$ cat config.mk
export PLATFORM = sky130hd
export DESIGN_NAME = terminal_key_sequence_decoder
export DESIGN_NICKNAME = d
export VERILOG_FILES = /design/src/sv/tksd_pkg.sv /design/src/sv/terminal_key_sequence_decoder.sv
export VERILOG_INCLUDE_DIRS = /design/src /design/src/sv
export SDC_FILE = /design/constraint.sdc
export NUM_CORES = 1
export LEC_CHECK = 0
export BUFFER_PORTS_ARGS = -buffer_cell sky130_fd_sc_hd__buf_2
export CORE_ASPECT_RATIO = 1.75
export CORE_MARGIN = 1.5
export CORE_UTILIZATION = 40
export DETAILED_ROUTE_END_ITERATION = 7
export MAX_ROUTING_LAYER = met4
export PLACE_DENSITY = 0.66
export SYNTH_ARGS = -nofsm -noshare
export SYNTH_HDL_FRONTEND = slang
export SYNTH_SLANG_ARGS = --single-unit
export TNS_END_PERCENT = 50
$ cat constraint.sdc
create_clock -name aclk -period 6.2 [get_ports aclk]
set_input_delay 0.62 -clock aclk [delete_from_list [all_inputs] [get_ports aclk]]
set_output_delay 0.62 -clock aclk [all_outputs]
set_load 0.01 [all_outputs]
$ cat src/sv/terminal_key_sequence_decoder_defines.svh
// Assertion macros shared by the terminal key sequence decoder.
`ifndef TERMINAL_KEY_SEQUENCE_DECODER_DEFINES_SVH
`define TERMINAL_KEY_SEQUENCE_DECODER_DEFINES_SVH

// Same-cycle implication, checked at every rising edge of aclk outside reset.
`define TKSD_ASSERT_NOW(label, ante, cons) \
    label: assert property (@(posedge aclk) disable iff (!aresetn) (ante) |-> (cons)) \
        else $error("tksd check failed");

// Next-cycle implication, checked at every rising edge of aclk outside reset.
`define TKSD_ASSERT_NEXT(label, ante, cons) \
    label: assert property (@(posedge aclk) disable iff (!aresetn) (ante) |=> (cons)) \
        else $error("tksd check failed");

`endif

$ cat src/sv/tksd_pkg.sv
// Package with types, byte codes and event codes of the terminal key sequence decoder.
`timescale 1ns / 1ps

package tksd_pkg;

    // Decoder mode.
    typedef enum logic [1:0] {
        MODE_IDLE = 2'd0,
        MODE_ESC  = 2'd1,
        MODE_CSI  = 2'd2,
        MODE_UTF8 = 2'd3
    } mode_t;

    // What the CSI parameter string holds so far.
    typedef enum logic [2:0] {
        PM_EMPTY   = 3'd0,
        PM_3       = 3'd1,
        PM_3SEMI   = 3'd2,
        PM_3SEMI5  = 3'd3,
        PM_OTHER   = 3'd4
    } pm_t;

    // What the last subparameter holds so far.
    typedef enum logic [1:0] {
        LS_EMPTY = 2'd0,
        LS_FIVE  = 2'd1,
        LS_OTHER = 2'd2
    } ls_t;

    // Event codes.
    localparam logic [3:0] EV_INSERT      = 4'd0;
    localparam logic [3:0] EV_NEWLINE     = 4'd1;
    localparam logic [3:0] EV_BACKSPACE   = 4'd2;
    localparam logic [3:0] EV_CTRL_BKSP   = 4'd3;
    localparam logic [3:0] EV_CTRL_W      = 4'd4;
    localparam logic [3:0] EV_TAB         = 4'd5;
    localparam logic [3:0] EV_UP          = 4'd6;
    localparam logic [3:0] EV_DOWN        = 4'd7;
    localparam logic [3:0] EV_RIGHT       = 4'd8;
    localparam logic [3:0] EV_LEFT        = 4'd9;
    localparam logic [3:0] EV_CTRL_RIGHT  = 4'd10;
    localparam logic [3:0] EV_CTRL_LEFT   = 4'd11;
    localparam logic [3:0] EV_HOME        = 4'd12;
    localparam logic [3:0] EV_END         = 4'd13;
    localparam logic [3:0] EV_DELETE      = 4'd14;
    localparam logic [3:0] EV_CTRL_DELETE = 4'd15;

    // Byte codes.
    localparam logic [7:0] CHR_NUL       = 8'h00;
    localparam logic [7:0] CHR_BS        = 8'h08;
    localparam logic [7:0] CHR_TAB       = 8'h09;
    localparam logic [7:0] CHR_LF        = 8'h0A;
    localparam logic [7:0] CHR_ETB       = 8'h17;
    localparam logic [7:0] CHR_ESC       = 8'h1B;
    localparam logic [7:0] CHR_DEL       = 8'h7F;
    localparam logic [7:0] CHR_SPACE     = 8'h20;
    localparam logic [7:0] CHR_TILDE     = 8'h7E;
    localparam logic [7:0] CHR_LBRACKET  = 8'h5B;
    localparam logic [7:0] CHR_SEMI      = 8'h3B;
    localparam logic [7:0] CHR_DIGIT_0   = 8'h30;
    localparam logic [7:0] CHR_DIGIT_3   = 8'h33;
    localparam logic [7:0] CHR_DIGIT_5   = 8'h35;
    localparam logic [7:0] CHR_DIGIT_9   = 8'h39;
    localparam logic [7:0] CHR_A         = 8'h41;
    localparam logic [7:0] CHR_B         = 8'h42;
    localparam logic [7:0] CHR_C         = 8'h43;
    localparam logic [7:0] CHR_D         = 8'h44;
    localparam logic [7:0] CHR_F         = 8'h46;
    localparam logic [7:0] CHR_H         = 8'h48;
    localparam logic [7:0] CONT_LOW      = 8'h80;
    localparam logic [7:0] CONT_HIGH     = 8'hBF;

endpackage

$ cat src/sv/terminal_key_sequence_decoder.sv
// Top level of the terminal key sequence decoder: byte in, key event out.
`timescale 1ns / 1ps
//
//  Channel | Ports                                         | Direction | Beat
//  --------+-----------------------------------------------+-----------+-------------------
//  input   | s_valid, s_ready, s_in_byte                   | in        | one terminal byte
//  result  | m_valid, m_ready, m_event_code,               | out       | one key event
//          | m_text_bytes, m_text_length                   |           |
//
//  Each byte is decoded in the cycle it is accepted, so one byte is taken every cycle while
//  s_ready is high; a single output register holds a finished event.
//  A byte that produces an event shows on the result channel in the cycle after its beat.
//  When the output register is full and m_ready is low, s_ready drops until it drains.
//  aresetn is synchronous and active low; it returns the decoder to idle and empties
//  the output register.

`include "terminal_key_sequence_decoder_defines.svh"

module terminal_key_sequence_decoder (
    input  logic        aclk,
    input  logic        aresetn,
    input  logic        s_valid,
    output logic        s_ready,
    input  logic [7:0]  s_in_byte,
    output logic        m_valid,
    input  logic        m_ready,
    output logic [3:0]  m_event_code,
    output logic [31:0] m_text_bytes,
    output logic [2:0]  m_text_length
);

    // Decoder state. The UTF-8 fields are zero whenever the mode is idle.
    tksd_pkg::mode_t mode_reg, mode_next;
    tksd_pkg::pm_t   pm_reg, pm_next;
    tksd_pkg::ls_t   ls_reg, ls_next;
    logic [31:0]     coll_reg, coll_next;
    logic [2:0]      cnt_reg, cnt_next;
    logic [1:0]      rem_reg, rem_next;

    // Output register.
    logic            m_valid_reg;
    logic [3:0]      m_event_code_reg;
    logic [31:0]     m_text_bytes_reg;
    logic [2:0]      m_text_length_reg;

    // Event produced by the byte on the input port.
    logic            emit;
    logic [3:0]      ev_code;
    logic [31:0]     ev_bytes;
    logic [2:0]      ev_len;

    logic            accept;
    logic [7:0]      b;

    // Byte classes used by the mode logic and the datapath.
    logic            is_param;
    logic            is_print;
    logic            is_lead2;
    logic            is_lead3;
    logic            is_lead4;
    logic            is_lead;
    logic            utf8_bad;
    logic [31:0]     coll_merged;

    assign b      = s_in_byte;
    // The next byte is taken whenever the output register is empty or is draining now.
    assign s_ready = !m_valid_reg || m_ready;
    assign accept  = s_valid && s_ready;

    assign is_param = ((b >= tksd_pkg::CHR_DIGIT_0) && (b <= tksd_pkg::CHR_DIGIT_9))
                      || (b == tksd_pkg::CHR_SEMI);
    assign is_print = (b >= tksd_pkg::CHR_SPACE) && (b <= tksd_pkg::CHR_TILDE);
    assign is_lead2 = (b[7:5] == 3'b110);
    assign is_lead3 = (b[7:4] == 4'b1110);
    assign is_lead4 = (b[7:3] == 5'b11110);
    assign is_lead  = is_lead2 || is_lead3 || is_lead4;

    // A continuation byte must lie in 0x80..0xBF; the count and remaining checks
    // keep the gather from ever writing outside the four byte lanes.
    assign utf8_bad = (b < tksd_pkg::CONT_LOW) || (b > tksd_pkg::CONT_HIGH)
                      || (cnt_reg == 3'd0) || (cnt_reg > 3'd3) || (rem_reg == 2'd0);

    // The new continuation byte goes into the lane given by the count so far.
    assign coll_merged = coll_reg | ({24'd0, b} << {cnt_reg[1:0], 3'b000});

    // Mode transitions.
    always_comb begin
        mode_next = mode_reg;
        unique case (mode_reg)
            tksd_pkg::MODE_IDLE: begin
                if (b == tksd_pkg::CHR_ESC) begin
                    mode_next = tksd_pkg::MODE_ESC;
                end else if (is_lead) begin
                    mode_next = tksd_pkg::MODE_UTF8;
                end
            end
            tksd_pkg::MODE_ESC: begin
                mode_next = (b == tksd_pkg::CHR_LBRACKET) ? tksd_pkg::MODE_CSI
                                                          : tksd_pkg::MODE_IDLE;
            end
            tksd_pkg::MODE_CSI: begin
                // NUL aborts, parameters stay, any other byte is the final byte.
                if ((b == tksd_pkg::CHR_NUL) || !is_param) begin
                    mode_next = tksd_pkg::MODE_IDLE;
                end
            end
            tksd_pkg::MODE_UTF8: begin
                if (utf8_bad || (rem_reg == 2'd1)) begin
                    mode_next = tksd_pkg::MODE_IDLE;
                end
            end
            default: mode_next = tksd_pkg::MODE_IDLE;
        endcase
    end

    // Datapath and event decode.
    always_comb begin
        pm_next   = pm_reg;
        ls_next   = ls_reg;
        coll_next = coll_reg;
        cnt_next  = cnt_reg;
        rem_next  = rem_reg;
        emit      = 1'b0;
        ev_code   = tksd_pkg::EV_INSERT;
        ev_bytes  = 32'd0;
        ev_len    = 3'd0;

        unique case (mode_reg)
            tksd_pkg::MODE_IDLE: begin
                unique case (b)
                    tksd_pkg::CHR_NUL, tksd_pkg::CHR_ESC: begin
                        emit = 1'b0;
                    end
                    tksd_pkg::CHR_LF: begin
                        emit    = 1'b1;
                        ev_code = tksd_pkg::EV_NEWLINE;
                    end
                    tksd_pkg::CHR_DEL: begin
                        emit    = 1'b1;
                        ev_code = tksd_pkg::EV_BACKSPACE;
                    end
                    tksd_pkg::CHR_BS: begin
                        emit    = 1'b1;
                        ev_code = tksd_pkg::EV_CTRL_BKSP;
                    end
                    tksd_pkg::CHR_ETB: begin
                        emit    = 1'b1;
                        ev_code = tksd_pkg::EV_CTRL_W;
                    end
                    tksd_pkg::CHR_TAB: begin
                        emit    = 1'b1;
                        ev_code = tksd_pkg::EV_TAB;
                    end
                    default: begin
                        if (is_print) begin
                            emit     = 1'b1;
                            ev_code  = tksd_pkg::EV_INSERT;
                            ev_bytes = {24'd0, b};
                            ev_len   = 3'd1;
                        end else if (is_lead) begin
                            coll_next = {24'd0, b};
                            cnt_next  = 3'd1;
                            rem_next  = is_lead2 ? 2'd1 : (is_lead3 ? 2'd2 : 2'd3);
                        end
                    end
                endcase
            end
            tksd_pkg::MODE_ESC: begin
                if (b == tksd_pkg::CHR_LBRACKET) begin
                    pm_next = tksd_pkg::PM_EMPTY;
                    ls_next = tksd_pkg::LS_EMPTY;
                end
                coll_next = 32'd0;
                cnt_next  = 3'd0;
                rem_next  = 2'd0;
            end
            tksd_pkg::MODE_CSI: begin
                if ((b != tksd_pkg::CHR_NUL) && is_param) begin
                    // Parameter string tracking saturates to "anything else".
                    if ((pm_reg == tksd_pkg::PM_EMPTY) && (b == tksd_pkg::CHR_DIGIT_3)) begin
                        pm_next = tksd_pkg::PM_3;
                    end else if ((pm_reg == tksd_pkg::PM_3) && (b == tksd_pkg::CHR_SEMI)) begin
                        pm_next = tksd_pkg::PM_3SEMI;
                    end else if ((pm_reg == tksd_pkg::PM_3SEMI)
                                 && (b == tksd_pkg::CHR_DIGIT_5)) begin
                        pm_next = tksd_pkg::PM_3SEMI5;
                    end else begin
                        pm_next = tksd_pkg::PM_OTHER;
                    end
                    // A semicolon opens a fresh subparameter.
                    if (b == tksd_pkg::CHR_SEMI) begin
                        ls_next = tksd_pkg::LS_EMPTY;
                    end else if ((ls_reg == tksd_pkg::LS_EMPTY)
                                 && (b == tksd_pkg::CHR_DIGIT_5)) begin
                        ls_next = tksd_pkg::LS_FIVE;
                    end else begin
                        ls_next = tksd_pkg::LS_OTHER;
                    end
                end else begin
                    coll_next = 32'd0;
                    cnt_next  = 3'd0;
                    rem_next  = 2'd0;
                    if (b != tksd_pkg::CHR_NUL) begin
                        unique case (b)
                            tksd_pkg::CHR_TILDE: begin
                                if (pm_reg == tksd_pkg::PM_3SEMI5) begin
                                    emit    = 1'b1;
                                    ev_code = tksd_pkg::EV_CTRL_DELETE;
                                end else if (pm_reg == tksd_pkg::PM_3) begin
                                    emit    = 1'b1;
                                    ev_code = tksd_pkg::EV_DELETE;
                                end
                            end
                            tksd_pkg::CHR_A: begin
                                emit    = 1'b1;
                                ev_code = tksd_pkg::EV_UP;
                            end
                            tksd_pkg::CHR_B: begin
                                emit    = 1'b1;
                                ev_code = tksd_pkg::EV_DOWN;
                            end
                            tksd_pkg::CHR_C: begin
                                emit    = 1'b1;
                                ev_code = (ls_reg == tksd_pkg::LS_FIVE)
                                          ? tksd_pkg::EV_CTRL_RIGHT : tksd_pkg::EV_RIGHT;
                            end
                            tksd_pkg::CHR_D: begin
                                emit    = 1'b1;
                                ev_code = (ls_reg == tksd_pkg::LS_FIVE)
                                          ? tksd_pkg::EV_CTRL_LEFT : tksd_pkg::EV_LEFT;
                            end
                            tksd_pkg::CHR_F: begin
                                emit    = 1'b1;
                                ev_code = tksd_pkg::EV_END;
                            end
                            tksd_pkg::CHR_H: begin
                                emit    = 1'b1;
                                ev_code = tksd_pkg::EV_HOME;
                            end
                            default: emit = 1'b0;
                        endcase
                    end
                end
            end
            tksd_pkg::MODE_UTF8: begin
                if (utf8_bad) begin
                    coll_next = 32'd0;
                    cnt_next  = 3'd0;
                    rem_next  = 2'd0;
                end else if (rem_reg == 2'd1) begin
                    // Last continuation byte: hand out the whole character.
                    emit      = 1'b1;
                    ev_code   = tksd_pkg::EV_INSERT;
                    ev_bytes  = coll_merged;
                    ev_len    = cnt_reg + 3'd1;
                    coll_next = 32'd0;
                    cnt_next  = 3'd0;
                    rem_next  = 2'd0;
                end else begin
                    coll_next = coll_merged;
                    cnt_next  = cnt_reg + 3'd1;
                    rem_next  = rem_reg - 2'd1;
                end
            end
            default: emit = 1'b0;
        endcase
    end

    // Decoder state registers.
    always_ff @(posedge aclk) begin
        if (!aresetn) begin
            mode_reg <= tksd_pkg::MODE_IDLE;
            pm_reg   <= tksd_pkg::PM_EMPTY;
            ls_reg   <= tksd_pkg::LS_EMPTY;
            coll_reg <= 32'd0;
            cnt_reg  <= 3'd0;
            rem_reg  <= 2'd0;
        end else if (accept) begin
            mode_reg <= mode_next;
            pm_reg   <= pm_next;
            ls_reg   <= ls_next;
            coll_reg <= coll_next;
            cnt_reg  <= cnt_next;
            rem_reg  <= rem_next;
        end
    end

    // Output register: loaded when an accepted byte yields an event, emptied on a beat.
    always_ff @(posedge aclk) begin
        if (!aresetn) begin
            m_valid_reg <= 1'b0;
        end else if (accept && emit) begin
            m_valid_reg <= 1'b1;
        end else if (m_ready) begin
            m_valid_reg <= 1'b0;
        end
    end

    always_ff @(posedge aclk) begin
        if (accept && emit) begin
            m_event_code_reg  <= ev_code;
            m_text_bytes_reg  <= ev_bytes;
            m_text_length_reg <= ev_len;
        end
    end

    assign m_valid       = m_valid_reg;
    assign m_event_code  = m_event_code_reg;
    assign m_text_bytes  = m_text_bytes_reg;
    assign m_text_length = m_text_length_reg;

    // A held event other than insert carries no text.
    `TKSD_ASSERT_NOW(a_no_text_on_keys, m_valid_reg && (m_event_code_reg != tksd_pkg::EV_INSERT), (m_text_length_reg == 3'd0) && (m_text_bytes_reg == 32'd0))
    // An insert event carries one to four bytes.
    `TKSD_ASSERT_NOW(a_insert_length, m_valid_reg && (m_event_code_reg == tksd_pkg::EV_INSERT), (m_text_length_reg != 3'd0) && (m_text_length_reg <= 3'd4))
    // While gathering UTF-8 the count and the bytes still due stay consistent.
    `TKSD_ASSERT_NOW(a_utf8_counts, mode_reg == tksd_pkg::MODE_UTF8, (rem_reg != 2'd0) && (cnt_reg != 3'd0) && ({1'b0, rem_reg} + cnt_reg <= 3'd4))
    // Outside a UTF-8 sequence nothing is left gathered.
    `TKSD_ASSERT_NEXT(a_idle_clean, accept && (mode_next != tksd_pkg::MODE_UTF8), (coll_reg == 32'd0) && (cnt_reg == 3'd0) && (rem_reg == 2'd0))

endmodule
==> results of run 1 <==
-- cell usage after synthesis (2+ instances only) --
master / instances / share of area
mux2i_1: 3 / 0.0075
or3_1: 3 / 0.0047
nor2b_1: 2 / 0.0031
nor3_4: 2 / 0.0081
nor3_1: 7 / 0.0087
o2bb2ai_1: 21 / 0.046
nand4_1: 2 / 0.0031
nand2b_1: 9 / 0.014
a22o_1: 6 / 0.013
a22oi_1: 3 / 0.0056
dfxtp_1: 45 / 0.22
ha_1: 9 / 0.028
buf_4: 4 / 0.0075
a32o_1: 8 / 0.020
and2_1: 5 / 0.0078
or4_1: 2 / 0.0037
buf_2: 8 / 0.010
o22ai_1: 3 / 0.0047
o31ai_1: 5 / 0.0093
o21ai_0: 12 / 0.015
o211ai_1: 3 / 0.0056
a21oi_1: 39 / 0.049
a211oi_1: 6 / 0.011
edfxtp_1: 39 / 0.29
clkbuf_1: 13 / 0.012
buf_1: 3 / 0.0028
nand2_1: 25 / 0.023
nand3_1: 4 / 0.0050
inv_1: 16 / 0.015
nand4b_1: 2 / 0.0044
nor2_1: 57 / 0.053
-- layout make-up --
class / count / area (sq um) / share of cell area
Inverter: 16 / 60.06 / 0.01296
Clock buffer: 10 / 229.0 / 0.04941
Tap cell: 125 / 156.4 / 0.03375
Clock inverter: 6 / 86.33 / 0.01863
Timing Repair Buffer: 53 / 267.8 / 0.05778
Multi-Input combinational cell: 272 / 1763 / 0.3804
Sequential cell: 84 / 2072 / 0.4471
-- logic make-up (layout without fill, tap and decap cells) --
logic type               Yosys count  after routing  synth area share
AND/OR/NAND/NOR                  139            139            0.1827
AO/OA/AOI/OAI                    121            121            0.2191
flip-flops                        84             84            0.5154
buffers and inverters             44             85           0.04731
adder cells (fa/ha/maj)            9              9           0.02801
multiplexers                       3              3          0.007470
-- per-layer routing --
| metal | routed length (um) | share of wire | vias up | GRT usage |
|---|---|---|---|---|
| met1 | 3763 | 0.41 | 1537 | 0.2103 |
| met4 | 278 | 0.030 | 0 | 0.09623 |
| li1 | - | - | 1559 | - |
| met2 | 4750 | 0.51 | 103 | 0.3089 |
| met3 | 444 | 0.048 | 26 | 0.02761 |
| met5 | 0 | 0 | - | - |
-- report_power, final --
group	total, W	internal, W	switching [W]
clock network	0.000561	0.000353	0.000208
logic	0.000184	0.0000613	0.000123
registers	0.000628	0.000615	0.0000130
total	0.00137	0.00103	0.000343
-- metrics by stage --
step / cell area, sq um / utilization
after floorplan: 4020 / -
after global routing: 4634 / 0.4705
after global placement: 4319 / 0.4385
after CTS: 4634 / 0.4705
final: 4634 / 0.4705
after detailed placement: 4319 / 0.4385
-- worst paths after layout --
check,end,slack (ns),depth (start not counted)
worst max register to register,coll_reg[12]$_SDFFE_PN0P_,3.41,7
worst max-delay path,m_event_code[1]$_DFFE_PP_,3.28,8
worst min register to register,coll_reg[20]$_SDFFE_PN0P_,0.46,1
worst min-delay path,coll_reg[20]$_SDFFE_PN0P_,0.46,1
-- critical path, stage by stage --
cell	delay [ns]
buf_2	0.31
or4b_1	0.52
nor3_1	0.27
o21ai_0	0.17
a21oi_1	0.21
a311oi_1	0.12
nor3_2	0.20
buf_4	0.43
==> summary.md, run 1 <==
| Metric | Value |
|---|---|
| Outcome | `finished clean` |
| Post_cts resized | `0` |
| H-tree levels | `3` |
| Syn_nets | `421` |
| Clk Tree Root Cell | `clkbuf_16` |
| Rows | `48` |
| Syn-to-layout area delta | `15.28%` |
| Async SR Flop Fraction | `0` |
| Synth unique cells | `65` |
| Slew @ Worst Pin | `1.026 ns` |
| #FFs+latches synth | `84` |
| I/O pin count | `53` |
| Fin cells | `566` |
| Final worst slack | `3.277 ns` |
| Share of cells above drive strength 1 | `0.1905` |
| IO buf count | `52` |
| DRT Wirelength | `9236 um` |
| Clk Latency, worst-skew pair | `0.33 ns` |
| Register area share after synthesis | `0.5154` |
| Synth warn | `0` |
| Hold Path Class | `flop to flop` |
| Core Footprint | `9849 sq um` |
| CTS hold repair buffers | `0` |
| Post-route ant nets | `0` |
| # DRC | `0` |
| Initial Util | `0.4082` |
| CTS max path bufs | `2` |
| Final Critical Period | `2.923 ns` |
| Vias in the first global route | `3023` |
| Post-DP HPWL | `6405 um` |
| Crit. End Element | `flop` |
| Fmax | `0.3421 GHz` |
| Number of max-cap violations | `0` |
| Worst endpoint data arrival time | `2.89 ns` |
| First-pass detailed-route iteration total | `4` |
| DIE WIDTH | `78.78 um` |
| Critical Path Fanout Max | `39` |
| Per-cell routed wire length | `16.32 um` |
| # fillers | `991` |
| CTS Buf Count | `9` |
| CTS tree | `yes` |
| Fin nets | `457` |
| Worst Hold Slack | `0.4640 ns` |
| Antenna cells | `0` |
| Avg Synthesized Cell Area | `10.05 sq um` |
| Relative slew margins | `0.3159` |
| Slew Limit Fails | `0` |
| Setup TNS after final layout | `0 ns` |
| Largest net degree at the start of global routing | `40` |
| First-pass GRT wire length | `14890 um` |
| Startpoint of the worst setup timing path | `s_in_byte[6]` |
| EDFF count, synth | `39` |
| TritonCTS Sinks | `84` |
| Die Y | `135.6 um` |
| Crit Path Class | `primary input to flop` |
| Initial DRC Count | `223` |
| Setup-failing EPs final | `0` |
| Clock Skew | `0.007160 ns` |
| Mapped Cells | `400` |
| Worst-path clk slew | `0.06 ns` |
| DR vias/cell | `5.698` |
| Gpl congestion | `0.8545` |
| Total Routing Usage GR | `0.1842` |
| Final Total Pwr | `0.001373 W` |
| Pre-CTS setup slack | `2.966 ns` |
| WP data required | `6.17 ns` |
| Final hold violations | `0` |
| Placed insts | `550` |
| Post-Syn Area | `4020 sq um` |
| Post-CTS Setup Bufs | `0` |
| Prevailing post-synth register cell | `dfxtp_1` |
| Via Count | `3225` |
| Initial antenna violation count | `0` |
| Startpoint class of the critical path | `primary input` |
| RSZ-0062 raised after global routing | `false` |
| IR drop worst, VDD | `128.8 uV` |
| Worst R2R Start | `cnt_reg[0]$_SDFFE_PN0P_` |
| Commonest non-fill, non-tap cell in the layout | `nor2_1` |
| Most frequent cells in the layout | `57 x nor2_1, 52 x buf_2, 45 x dfxtp_1, 39 x a21oi_1, 39 x edfxtp_1` |
| Overflow after GRT | `0` |
| Hold path start | `coll_reg[20]$_SDFFE_PN0P_` |
| Final period util | `0.4714` |
| P_leak | `1.610 nW` |
| Die area | `10680 sq um` |
| Power density cells | `296.3 nW/um^2` |
(Power assumes the default switching activity.)
==> run 2: changes to the inputs <==
PLACE_DENSITY = 0.68   (was 0.66)
clock period = 2.5 ns   (was 6.2 ns; I/O delays follow)
==> summary.md, run 2 (same netlist as run 1, synthesis figures left out) <==
| Metric | Value |
|---|---|
| Outcome | `finished clean` |
| P_leak | `1.712 nW` |
| Sequential power share | `0.460` |
| First-pass detailed-route iteration total | `4` |
| Gpl congestion | `0.9067` |
| Internal cell power | `0.002502 W` |
| Worst endpoint data arrival time | `2.57 ns` |
| CTS hold repair buffers | `0` |
| Total Routing Usage GR | `0.1985` |
| Initial DRC Count | `235` |
| IR drop worst, VDD | `341.7 uV` |
| I/O pin count | `53` |
| Startpoint class of the critical path | `flop` |
| Combinational share of power | `0.154` |
| Clock share of power | `0.386` |
| CTS max path bufs | `2` |
| Die area | `10680 sq um` |
| Clock Skew | `0.007449 ns` |
| CTS Buf Count | `9` |
| Most frequent cells in the layout | `57 x nor2_1, 52 x buf_2, 45 x dfxtp_1, 39 x a21oi_1, 39 x edfxtp_1` |
| Post-DP HPWL | `7087 um` |
| CTS tree | `yes` |
| Worst Hold Slack | `0.2905 ns` |
| Via Count | `3280` |
| Commonest non-fill, non-tap cell in the layout | `nor2_1` |
| Final period util | `0.9106` |
| Critical Path Fanout Max | `7` |
| Crit Path Class | `flop to flop` |
| Slew @ Worst Pin | `0.4724 ns` |
| DRT Wirelength | `9736 um` |
| TritonCTS Sinks | `84` |
| Pre-CTS setup slack | `0.1150 ns` |
| Number of max-cap violations | `0` |
| Syn-to-layout area delta | `20.20%` |
| Switching power | `0.0008799 W` |
| DIE WIDTH | `78.78 um` |
| Setup-failing EPs final | `0` |
| Post-route ant nets | `0` |
| Die Y | `135.6 um` |
| Final hold violations | `0` |
| Post_cts resized | `0` |
| Core Footprint | `9849 sq um` |
| Hold Path Class | `primary input to flop` |
| IO buf count | `52` |
| Per-cell routed wire length | `16.53 um` |
| Fin nets | `480` |
| DR vias/cell | `5.569` |
| Largest net degree at the start of global routing | `33` |
| Antenna cells | `0` |
| Share of cells above drive strength 1 | `0.2371` |
| Final worst slack | `0.2234 ns` |
| WP data required | `2.79 ns` |
| Overflow after GRT | `0` |
| Initial antenna violation count | `0` |
| Clk Latency, worst-skew pair | `0.34 ns` |
| Slew Limit Fails | `0` |
| Crit. End Element | `flop` |
| Worst-path clk slew | `0.06 ns` |
| Relative slew margins | `0.6837` |
| Initial Util | `0.4082` |
| Post-CTS Setup Bufs | `0` |
| Fmax | `0.4393 GHz` |
| Switching Share | `0.2602` |
| H-tree levels | `3` |
| Rows | `48` |
| Power density cells | `699.9 nW/um^2` |
| RSZ-0062 raised after global routing | `false` |
| Vias in the first global route | `3251` |
| # DRC | `0` |
| Post-route core utilization | `0.4906` |
| First-pass GRT wire length | `15480 um` |
| Final Critical Period | `2.277 ns` |
| Clk Tree Root Cell | `clkbuf_16` |
[run 2: layout make-up]
class,instances,area [sq um]
inverter,16,60.06
fill,963,5017
multi-input combinational,272,1784
clock buffer,11,232.7
timing repair buffer,76,465.4
sequential,84,2072
tap,125,156.4
clock inverter,5,61.31
[run 2: final timing paths]
path	from	to	slack [ns]	depth (start not counted)
hold reg to reg	coll_reg[23]$_SDFFE_PN0P_	coll_reg[23]$_SDFFE_PN0P_	0.46	1
setup reg to reg	rem_reg[0]$_SDFFE_PN0P_	coll_reg[12]$_SDFFE_PN0P_	0.22	8
setup / recovery	rem_reg[0]$_SDFFE_PN0P_	coll_reg[12]$_SDFFE_PN0P_	0.22	8
hold / removal	s_valid	m_valid$_SDFFE_PN0P_	0.29	3
[run 2: through the flow]
step	cells	setup TNS (ns)	instance area, sq um	total power, W
final	589	0	4832	0.003382
after global placement	573	0	4538	0.002094
after floorplan	400	-12.08	4060	0.001919
after detailed placement	573	0	4538	0.002105
after global routing	589	0	4832	0.003515
after CTS	589	0	4832	0.003408
[run 2: critical path: stages, from the launching register on]
cell and delay (ns):
dfxtp_1 0.36, inv_1 0.07, ha_1 0.19, and4bb_2 0.30, o221ai_2 0.16, or3_4 0.39
nor3_4 0.20, nand2_1 0.25, a2bb2o_2 0.30
[run 2: metal layers]
layer  global-route usage  part of all wire  vias to the layer above
met5                    -                 0                        -
met4               0.1280             0.034                        0
met3              0.04175             0.044                       26
met2               0.3386              0.54                      102
met1               0.2033              0.38                     1544
li1                     -                 -                     1608
[run 2: power by group through the flow]
| stage | Sequential (W) | Combinational, W | Clock, W |
|---|---|---|---|
| finish | 0.00156 | 0.000520 | 0.00130 |
| global route | 0.00156 | 0.000569 | 0.00138 |
| floorplan | 0.00161 | 0.000308 | 0 |
| detailed placement | 0.00159 | 0.000518 | 0 |
| CTS | 0.00156 | 0.000520 | 0.00133 |
| global placement | 0.00158 | 0.000509 | 0 |
